## config.mk

```make
export PLATFORM = sky130hd
export DESIGN_NAME = npc_cell
export DESIGN_NICKNAME = d
export VERILOG_FILES = /design/src/npc_pkg.sv /design/src/npc_cell.sv
export SDC_FILE = /design/constraint.sdc
export NUM_CORES = 1
export LEC_CHECK = 0
export ABC_AREA = 1
export BUFFER_PORTS_ARGS = -buffer_cell sky130_fd_sc_hd__buf_2
export CORE_UTILIZATION = 53
export CTS_CLUSTER_DIAMETER = 40
export CTS_CLUSTER_SIZE = 25
export DETAILED_ROUTE_END_ITERATION = 6
export GPL_TIMING_DRIVEN = 0
export PLACE_DENSITY = 0.82
export SLEW_MARGIN = 20
export SYNTH_ARGS = -nofsm -noshare
export SYNTH_HDL_FRONTEND = slang
export SYNTH_SLANG_ARGS = --single-unit
```

## constraint.sdc

```tcl
create_clock -name i_clk -period 4.84 [get_ports i_clk]
set_input_delay 0.484 -clock i_clk [delete_from_list [all_inputs] [get_ports i_clk]]
set_output_delay 0.484 -clock i_clk [all_outputs]
set_load 0.1 [all_outputs]
```

## src/npc_pkg.sv

```systemverilog
// Shared types, constants and distance arithmetic for the nearest palette color core.
package npc_pkg;

    localparam int PALETTE_DEPTH = 256;
    localparam int CNT_W = $clog2(PALETTE_DEPTH + 1);
    localparam int KEY_W = (CNT_W > 9) ? CNT_W : 9;

    localparam int CH_W   = 8;
    localparam int RGB_W  = 3 * CH_W;
    localparam int DIST_W = 10;
    localparam int SIZE_W = 9;
    localparam int IDX_W  = 8;

    localparam logic KIND_LOAD  = 1'b0;
    localparam logic KIND_QUERY = 1'b1;

    // query token passed from cell to cell
    typedef struct packed {
        logic                valid;
        logic [RGB_W-1:0]    pixel;
        logic [RGB_W-1:0]    best;
        logic [DIST_W-1:0]   dist_sum;
    } t_token;

    // palette write broadcast to every cell
    typedef struct packed {
        logic                en;
        logic [KEY_W-1:0]    key;
        logic [RGB_W-1:0]    rgb;
    } t_load;

    function automatic logic [CH_W-1:0] abs_diff(input logic [CH_W-1:0] a,
                                                 input logic [CH_W-1:0] b);
        abs_diff = (a > b) ? (a - b) : (b - a);
    endfunction

    // rgb packed red high, blue low
    function automatic logic [DIST_W-1:0] manhattan(input logic [RGB_W-1:0] a,
                                                    input logic [RGB_W-1:0] b);
        manhattan = DIST_W'(abs_diff(a[23:16], b[23:16]))
                  + DIST_W'(abs_diff(a[15:8], b[15:8]))
                  + DIST_W'(abs_diff(a[7:0], b[7:0]));
    endfunction

endpackage

```

## src/npc_cell.sv

```systemverilog
// One palette cell: holds an entry and updates the passing query's best match.
module npc_cell (
    input  logic                   i_clk,
    input  logic                   i_rst_n,
    input  logic [npc_pkg::KEY_W-1:0] i_index,
    input  logic [npc_pkg::KEY_W-1:0] i_count,
    input  npc_pkg::t_load         i_load,
    input  npc_pkg::t_token        i_tok,
    output npc_pkg::t_token        o_tok
);

    logic [npc_pkg::RGB_W-1:0]  r_entry;
    logic                       r_valid;
    logic [npc_pkg::RGB_W-1:0]  r_pixel;
    logic [npc_pkg::RGB_W-1:0]  r_best;
    logic [npc_pkg::DIST_W-1:0] r_dist;

    logic [npc_pkg::DIST_W-1:0] w_dist;
    logic                       w_take;

    always_comb begin
        w_dist = npc_pkg::manhattan(r_entry, i_tok.pixel);
        // first cell seeds the search; later cells win only on strictly smaller distance
        w_take = (i_index == '0) || ((i_index < i_count) && (w_dist < i_tok.dist_sum));
    end

    always_ff @(posedge i_clk) begin
        if (i_load.en && (i_load.key == i_index)) begin
            r_entry <= i_load.rgb;
        end
    end

    always_ff @(posedge i_clk) begin
        if (!i_rst_n) begin
            r_valid <= 1'b0;
        end else begin
            r_valid <= i_tok.valid;
        end
    end

    always_ff @(posedge i_clk) begin
        r_pixel <= i_tok.pixel;
        r_best  <= w_take ? r_entry : i_tok.best;
        r_dist  <= w_take ? w_dist  : i_tok.dist_sum;
    end

    assign o_tok = '{valid: r_valid, pixel: r_pixel, best: r_best, dist_sum: r_dist};

endmodule

```

== Word level (Yosys, flattened, before mapping) ==
Cells that the tools add are included.
Widths: inputs -> output; s select.

* Register bits: 83
* Bits in latches: 0
* RAM bits: 0
* Bits in read-only memories: 0
* Input bits: 113
* Output and inout port bits: 59
* Word-level logic and storage cells: 28
* Memories: 0

* Add/subtract/negate cells: 8
* Multipliers: 0
* Divide/modulo/power cells: 0
* Order comparisons: 5
* Equal/unequal tests: 1
* Shift operators: 0
* Mux-type cells: 5
* Bitwise logic cells: 0
* Reduce and logical (&&, ||, !) cells: 4

{| class="wikitable"
|+ Operators by type and width
! operator !! number
|-
| $sub 8x8->8 || 6
|-
| $gt 8x8->1 || 3
|-
| $mux 24 || 1
|-
| $mux 8 || 3
|-
| $add 9x8->10 || 1
|-
| $lt 10x10->1 || 1
|-
| $mux 10 || 1
|-
| $add 8x8->9 || 1
|-
| $eq 9x9->1 || 1
|-
| $logic_not 9->1 || 1
|-
| $lt 9x9->1 || 1
|-
| $logic_and 1x1->1 || 2
|-
| $logic_or 1x1->1 || 1
|}

== Depth between registers and ports, before layout ==
Gate-level depths: netlist (run 1).

* Depth after elaboration: 8
* Depth in mapped cells: 35
* Depth with buffers taken out: 34

== Worst setup path after synthesis (run 1) ==
No wires, ideal clock.

* Path kind: in2reg
* Start point: input port i_tok[34] (netlist bit)
* End point: register r_best[17] (netlist bit)
* Library setup time: 0.113 ns
* Data arrival time: 4.222 ns
* Required time: 4.727 ns
* Setup slack: 0.505 ns
* Stages: 30
* Buffers on the path: 1
* Cell sequence: ha_1 inv_1 fa_1 nand3_1 nand2_1 nand2_1 nand2_1 nand2_2 inv_1 nand2_1 nand2_1 fa_1 ha_1 fa_1 nand3_1 nand2_1 nand2_1 nand2_1 nand2_1 a21oi_1 ha_1 nand2_1 nand2_1 nor2_1 nand2_1 nor2_2 nand3_2 buf_2 nand3_1 nand2_1

* Word-level cells in the longest chain between the ends: 7
* Elaborated cells on any way between the ends: 9
* Classes of those cells: add/sub (3); order compare (2); mux (2); reduce/logical (2)

{| class="wikitable"
|+ Ends and longest elaborated chain
! what !! RTL line !! RTL
|-
| start: declaration || npc_cell.sv:8 || <nowiki>input npc_pkg::t_token i_tok,</nowiki>
|-
| $sub 8x8->8 / $gt 8x8->1 (equally long branches) || npc_pkg.sv:34 || <nowiki>abs_diff = (a > b) ? (a - b) : (b - a);</nowiki>
|-
| $mux 8 * || npc_pkg.sv:34 ||
|-
| $add 9x8->10 * || npc_pkg.sv:42 || <nowiki>+ DIST_W'(abs_diff(a[7:0], b[7:0]));</nowiki>
|-
| $lt 10x10->1 * || npc_cell.sv:24 || <nowiki>w_take = (i_index == '0) || ((i_index < i_count) && (w_dist < i_tok.dist_sum));</nowiki>
|-
| $logic_and 1x1->1 * || npc_cell.sv:24 ||
|-
| $logic_or 1x1->1 * || npc_cell.sv:24 ||
|-
| $mux 24 * || npc_cell.sv:43 || <nowiki>r_best <= w_take ? r_entry : i_tok.best;</nowiki>
|-
| end signal: assignment || npc_cell.sv:43 ||
|-
| end: declaration || npc_cell.sv:15 || <nowiki>logic [npc_pkg::RGB_W-1:0] r_best;</nowiki>
|}

Mark *: on every way between the ends. The rest lies on a longest branch, timed or not.
A chain may end at the register's enable or synchronous reset.

== Worst setup path after layout (run 1) ==
* Start point: register r_entry[16] (netlist bit)
* End point: register r_best[9] (netlist bit)

* Word-level cells in the longest chain between the ends: 8
* Elaborated cells on any way between the ends: 10
* Classes of those cells: add/sub (4); order compare (2); mux (2); reduce/logical (2)

{| class="wikitable"
|+ Ends and longest elaborated chain
! what !! RTL line !! RTL
|-
| start: declaration || npc_cell.sv:12 || <nowiki>logic [npc_pkg::RGB_W-1:0] r_entry;</nowiki>
|-
| start signal: assignment || npc_cell.sv:29 || <nowiki>r_entry <= i_load.rgb;</nowiki>
|-
| $sub 8x8->8 / $gt 8x8->1 (equally long branches) || npc_pkg.sv:34 ||
|-
| $mux 8 * || npc_pkg.sv:34 ||
|-
| $add 8x8->9 * || npc_pkg.sv:41 || <nowiki>+ DIST_W'(abs_diff(a[15:8], b[15:8]))</nowiki>
|-
| $add 9x8->10 * || npc_pkg.sv:42 ||
|-
| $lt 10x10->1 * || npc_cell.sv:24 ||
|-
| $logic_and 1x1->1 * || npc_cell.sv:24 ||
|-
| $logic_or 1x1->1 * || npc_cell.sv:24 ||
|-
| $mux 24 * || npc_cell.sv:43 ||
|}

Marks and branches as above.

==> results.toml, run 1 <==
[detailed_routing]
detailroute.via_count = 5689
post-route-drc-count = 0
drtIter0Drc = 228
first_pass_iters = 6
drt-wirelength-per-cell_um = 12.49
drt-total-wl_um = 14280
detail_route.vias_per_cell = 4.973
detail-route-antenna-nets = 0

[cells_and_area]
post_route_cells_drive_above_1_share_pct = 27.99
finish.net_count = 1196
area_growth_pct = 28.98
num_antenna_cells = 0

[synth]
post_synthesis_cell_area_sq_um = 5859
synth.most_common_cell = "sky130_fd_sc_hd__nand2_1"
post-synth-top-area-cell = "sky130_fd_sc_hd__dfxtp_1"
syn-instance-count = 793
post_synth_most_frequent_cells = "sky130_fd_sc_hd__nand2_1, sky130_fd_sc_hd__inv_1, sky130_fd_sc_hd__ha_1"
synth_sequential_area_ratio_pct = 32.46
ys_async_sr_fraction_pct = 0
edff_count_synth = 24
yosys_warnings = 0
syn-mean-instance-area_sq_um = 7.389
synth-seq-cells = 83
postSynthNetCount = 990
main_synth_ff_type = "sky130_fd_sc_hd__dfxtp_1"
ys_types = 33
top_cells_by_area_synth = "sky130_fd_sc_hd__dfxtp_1, sky130_fd_sc_hd__nand2_1, sky130_fd_sc_hd__ha_1"
synth_top_area_share_pct = 20.16

[sta]
hold_slack_ns = 0.2261
final_hold_viol_count = 0
worst_slew_margin_rel_pct = 48.37
finalCriticalPeriod_ns = 4.716
post-route-worst-setup-slack_ns = 0.1240
max_freq_ghz = 0.2120
final.period_utilization_pct = 97.44
slew_viol_final = 0
setup_viol = 0
worst_tran_pin_value_ns = 0.7726
worst_clock_skew_ns = 0.01267

[worst_setup_path]
r2r_start = "r_entry[16]$_DFFE_PP_"
end_kind = "flop"
crit_arrival_ns = 5.03
critical_path_peak_fanout = 8
crit_path_frequent_cell = "sky130_fd_sc_hd__nand2_2"
timing.critical_path.from = "r_entry[16]$_DFFE_PP_"
critPathRequiredTime_ns = 5.16
critPathMaxStageDelay_ns = 0.47
reg2reg_setup_slack_ns = 0.12
cp_slowest_cell = "sky130_fd_sc_hd__fa_1"
setup.worst_path.class = "reg -> reg"
rr_worst_depth = 32
critical_path_source_type = "flop"
setup.worst_path.end = "r_best[9]$_DFF_P_"
timing.rr.end = "r_best[9]$_DFF_P_"

[grt]
globalRoute.totalOverflow = 0
grt_usage_pct = 23.71
grt_max_degree = 25
grt_pass1_vias = 5151
antenna_found_initial = 0
first_pass_grt_wire_length_um = 21530

[floorplanning]
die_area_sq_um = 11480
die_w_um = 107.1
die_h_um = 107.1
core_area_sq_um = 10790
floorplan.rows = 38
io_pins = 172
initial_util_pct = 54.29

[placed_design]
port_buffers = 171
dp_hpwl_um = 10670
gpl.final_weighted_congestion = 0.8580
placement.setup.worst_slack_ns = -0.2871

[clocking]
hold_buffers = 0
h-tree-depth = 3
cts.path.max_buffers = 2
tritoncts.num_buffers = 9
clkTransAtPathRegs_ns = 0.09
clock-sinks = 83
tritoncts = "yes"
clock_latency_ns = 0.37
clockRootBuffer = "sky130_fd_sc_hd__clkbuf_8"

[worst_hold_path]
hold_path.class = "in -> reg"

[pwr]
peakVddDrop_mv = 0.5754
power_leakage_uw = 0.004306
power_density_nw_per_um2 = 509.1

[outcome]
status = "finished, final reports clean"

[job]
drv.max_cap_violation_count = 0
==> report_power, final <==
part | total, uW | switching [uW] | internal (uW) | leakage [uW]
sequential | 903 | 33.7 | 869 | 0.000713
clock | 492 | 260 | 231 | 0.000100
combinational | 2450 | 1830 | 617 | 0.00349
==> how the worst min path moves through the flow <==
stage,cells past startpoint,startpoint,end
floorplan,2,r_entry[15]$_DFFE_PP_,r_best[15]$_DFF_P_
global placement,2,r_entry[7]$_DFFE_PP_,r_best[7]$_DFF_P_
detailed placement,2,r_entry[7]$_DFFE_PP_,r_best[7]$_DFF_P_
CTS,1,i_tok[49],r_pixel[15]$_DFF_P_
global route,1,i_tok[49],r_pixel[15]$_DFF_P_
finish,1,i_tok[49],r_pixel[15]$_DFF_P_
==> cell families (layout without fill, tap and decap cells) <==
logic type                 after synthesis  after routing  synth area share [%]
AOI/OAI and AO/OA                       61             62                 5.915
adders and majority gates               84             84                 19.86
buffers and inverters                  162            372                 11.30
and+or+nand+nor                        379            379                 26.88
xor gates and xnor gates                24             24                 3.587
DFF                                     83             83                 32.46
==> per-stage QoR <==
stage	cells	total power, uW	utilization (%)	setup TNS, ns	area (sq um)
3_3_place_gp	1104	3112	63.84	-6.938	6890
6_report	1144	3847	70.02	0	7557
2_1_floorplan	793	2753	-	0	5859
4_1_cts	1123	3665	66.25	0	7151
3_5_place_dp	1104	3140	63.91	-8.344	6898
5_1_grt	1144	4072	70.02	-3.471	7557
==> critical path, delay by kind of cell (launching register included) <==
| kind | cells | cell delay (ns) |
|---|---|---|
| AOI/OAI and AO/OA | 1 | 0.06 |
| and+or+nand+nor | 21 | 1.80 |
| DFF | 1 | 0.41 |
| buffers and inverters | 4 | 0.39 |
| adders and majority gates | 6 | 2.03 |
==> cell type report <==
| cell class | count | area (sq um) |
|---|---|---|
| plain buffers | 18 | 151.4 |
| clock buffers | 11 | 162.7 |
| clock inverters | 5 | 35.03 |
| well taps | 140 | 175.2 |
| multi-input cells | 549 | 3518 |
| repair buffers | 194 | 1067 |
| flip-flops and latches | 83 | 1902 |
| inverters | 144 | 545.5 |
| fillers | 895 | 3236 |
==> cells in the final DEF (no fill, tap or decap), drive strengths merged, types with 4 or more instances in the layout <==
master / Yosys / routed
nand4: 9 / 9
edfxtp: 24 / 24
fa: 15 / 15
inv: 144 / 144
xor2: 19 / 19
o21a: 6 / 6
o21ai: 12 / 12
ha: 69 / 69
nand2: 273 / 273
nor2: 24 / 24
a21oi: 37 / 38
nand3: 69 / 69
buf: 15 / 208
xnor2: 5 / 5
clkbuf: 3 / 15
clkinv: 0 / 4
dfxtp: 59 / 59
==> repair_timing <==
item                                   in CTS  in global routing
resized for setup                           8                 64
pin swaps                                   2                 16
gates cloned                                0                  3
setup buffers                               3                 18
setup endpoints to repair                  31                 34
endpoints found under the hold margin       0                  0
==> registers in the layout, indices dropped and copies added, names as in the netlist <==
register,cells
r_best,24
r_dist,10
r_entry,24
r_pixel,24
r_valid,1
==> per-layer routing <==
metal | track usage [%] | share of wire, %
met1 | 27.40 | 41
met2 | 43.04 | 52
met3 | 4.802 | 4.7
met4 | 8.611 | 2.4
met5 | 0 | 0
(Power assumes the default switching activity.)
==> run 2: changes to the inputs <==
--- a/config.mk
+++ b/config.mk
@@ -7,6 +7,7 @@
 export LEC_CHECK = 0
 export ABC_AREA = 1
 export BUFFER_PORTS_ARGS = -buffer_cell sky130_fd_sc_hd__buf_2
+export CORE_MARGIN = 5
 export CORE_UTILIZATION = 53
 export CTS_CLUSTER_DIAMETER = 40
 export CTS_CLUSTER_SIZE = 25
==> run 2 against run 1 <==
Against the previous run: count of clock-buffer cells in the layout stayed put; sequential power hardly changed; sequential share of layout area is 0.61 points lower; via count is 0.79% higher; die area is 15% higher; clock skew is 0.0028 ns lower; critical path type unchanged; largest cell class unchanged; highest routed layer unchanged.
==> results.toml, run 2 (same netlist as run 1, synthesis figures left out) <==
[outcome]
status = "finished, final reports clean"

[cells_and_area]
finalCoreUtilization_pct = 71.46
mostFrequentLayoutCells = "sky130_fd_sc_hd__nand2_1, sky130_fd_sc_hd__buf_2, sky130_fd_sc_hd__inv_1"
num_antenna_cells = 0
finish.net_count = 1209
mostFrequentLayoutCell = "sky130_fd_sc_hd__nand2_1"
area_growth_pct = 32.20
largest_registers = "r_best x24, r_entry x24, r_pixel x24"
fillers = 892
final_area_sq_um = 7746
post_route_cells_drive_above_1_share_pct = 30.97

[sta]
final_hold_viol_count = 0
worst_slew_margin_rel_pct = 66.65
worst_tran_pin_value_ns = 0.5037
unrepaired_setup_endpoints_after_global_routing = "true"
max_freq_ghz = 0.2084
setup_viol = 0
slew_viol_final = 0
final.period_utilization_pct = 99.16
post-route-worst-setup-slack_ns = 0.04062
worst_clock_skew_ns = 0.009829
finalCriticalPeriod_ns = 4.799

[grt]
grt_max_degree = 18
grt_usage_pct = 21.85
first_pass_grt_wire_length_um = 23360
globalRoute.totalOverflow = 0
grt_pass1_vias = 5359
antenna_found_initial = 0

[worst_setup_path]
critPathRequiredTime_ns = 5.15
cp_slowest_cell = "sky130_fd_sc_hd__fa_1"
critical_path_source_type = "flop"
setup.worst_path.class = "reg -> reg"
critical_path_peak_fanout = 7
rr_worst_depth = 32
critPathMaxStageDelay_ns = 0.50
crit_path_frequent_cell = "sky130_fd_sc_hd__nand2_2"
crit_arrival_ns = 5.11
end_kind = "flop"

[pwr]
peakVddDrop_mv = 0.4394
power_share_of_the_combinational_group_pct = 63.6
swShare_pct = 55.20
intPower_uw = 1765
seq_power_share_pct = 22.9
power_density_nw_per_um2 = 508.5
net-switching-power_uw = 2174
report.power.total_uw = 3939
clk_network_pwr_share_pct = 13.5
power_leakage_uw = 0.004386

[placed_design]
placed_area_sq_um = 6925
dp_hpwl_um = 11620
port_buffers = 171
placement.setup.worst_slack_ns = -0.3016
gpl.final_weighted_congestion = 0.8816

[worst_hold_path]
hold_path.class = "in -> reg"
min_delay_path_depth = 1

[detailed_routing]
detail-route-antenna-nets = 0
post-route-drc-count = 0
detail_route.vias_per_cell = 4.956
first_pass_iters = 6
drt-total-wl_um = 15670
drtIter0Drc = 378
detailroute.via_count = 5734
drt-wirelength-per-cell_um = 13.54

[clocking]
clock_latency_ns = 0.37
clockRootBuffer = "sky130_fd_sc_hd__clkbuf_8"
tritoncts = "yes"
clock-sinks = 83
cts.path.max_buffers = 2
tritoncts.num_buffers = 9
h-tree-depth = 3
clkTransAtPathRegs_ns = 0.09

[floorplanning]
die_area_sq_um = 13260
die_w_um = 115.1
die_h_um = 115.1
io_pins = 172
initial_util_pct = 54.05
floorplan.rows = 38
core_area_sq_um = 10840

[job]
drv.max_cap_violation_count = 0
run 2: cell type report:
type	instances	area [sq um]	share of cell area [%]
repair buffers	207	1161	14.99
flip-flops and latches	83	1902	24.55
plain buffers	18	147.6	1.906
inverters	144	550.5	7.107
well taps	140	175.2	2.261
clock buffers	11	151.4	1.954
multi-input cells	549	3598	46.45
clock inverters	5	60.06	0.7753
run 2: metal layers:
| layer | part of all wire, % | wire, um | global-route usage (%) |
|---|---|---|---|
| met5 | 0 | 0 | 0 |
| met4 | 1.9 | 299 | 5.947 |
| met3 | 7.3 | 1145 | 4.737 |
| met2 | 53 | 8327 | 39.89 |
| met1 | 38 | 5897 | 25.78 |
run 2: critical path, delay by kind of cell, from the launching register on:
kind,cells,cell delay [ns]
compound gates,1,0.06
simple gates,21,1.82
fa+ha+maj,6,2.06
buf+inv,4,0.38
flops,1,0.44
run 2: worst paths after layout:
path / from / to / slack (ns)
max: r_entry[16]$_DFFE_PP_ / r_dist[5]$_DFF_P_ / 0.04
max reg2reg: r_entry[16]$_DFFE_PP_ / r_dist[5]$_DFF_P_ / 0.04
min reg2reg: r_entry[7]$_DFFE_PP_ / r_best[7]$_DFF_P_ / 0.48
min: i_tok[41] / r_pixel[7]$_DFF_P_ / 0.23
run 2: power groups by stage:
stage	Combinational, uW	Sequential (uW)	Clock (uW)
after CTS	2270	905	539
final	2510	903	530
after global routing	2680	916	573
after detailed placement	2230	920	0
after global placement	2200	916	0
after floorplan	712	2040	0
run 2: per-stage QoR:
stage | hold WS (ns) | cells | setup TNS, ns
after floorplan | 0.4416 | 793 | 0
after detailed placement | 0.4687 | 1105 | -8.836
after CTS | 0.2201 | 1122 | 0
after global placement | 0.4622 | 1104 | -5.651
final | 0.2282 | 1157 | 0
after global routing | 0.2260 | 1157 | -6.452
run 2: what timing repair did:
item                                    CTS  global route
setup buffers                             1            32
endpoints found under the setup margin   34            34
pin swaps                                 2            29
resized for setup                         7            85
endpoints found under the hold margin     0             0
gates cloned                              0             3
hold buffers                              0             0
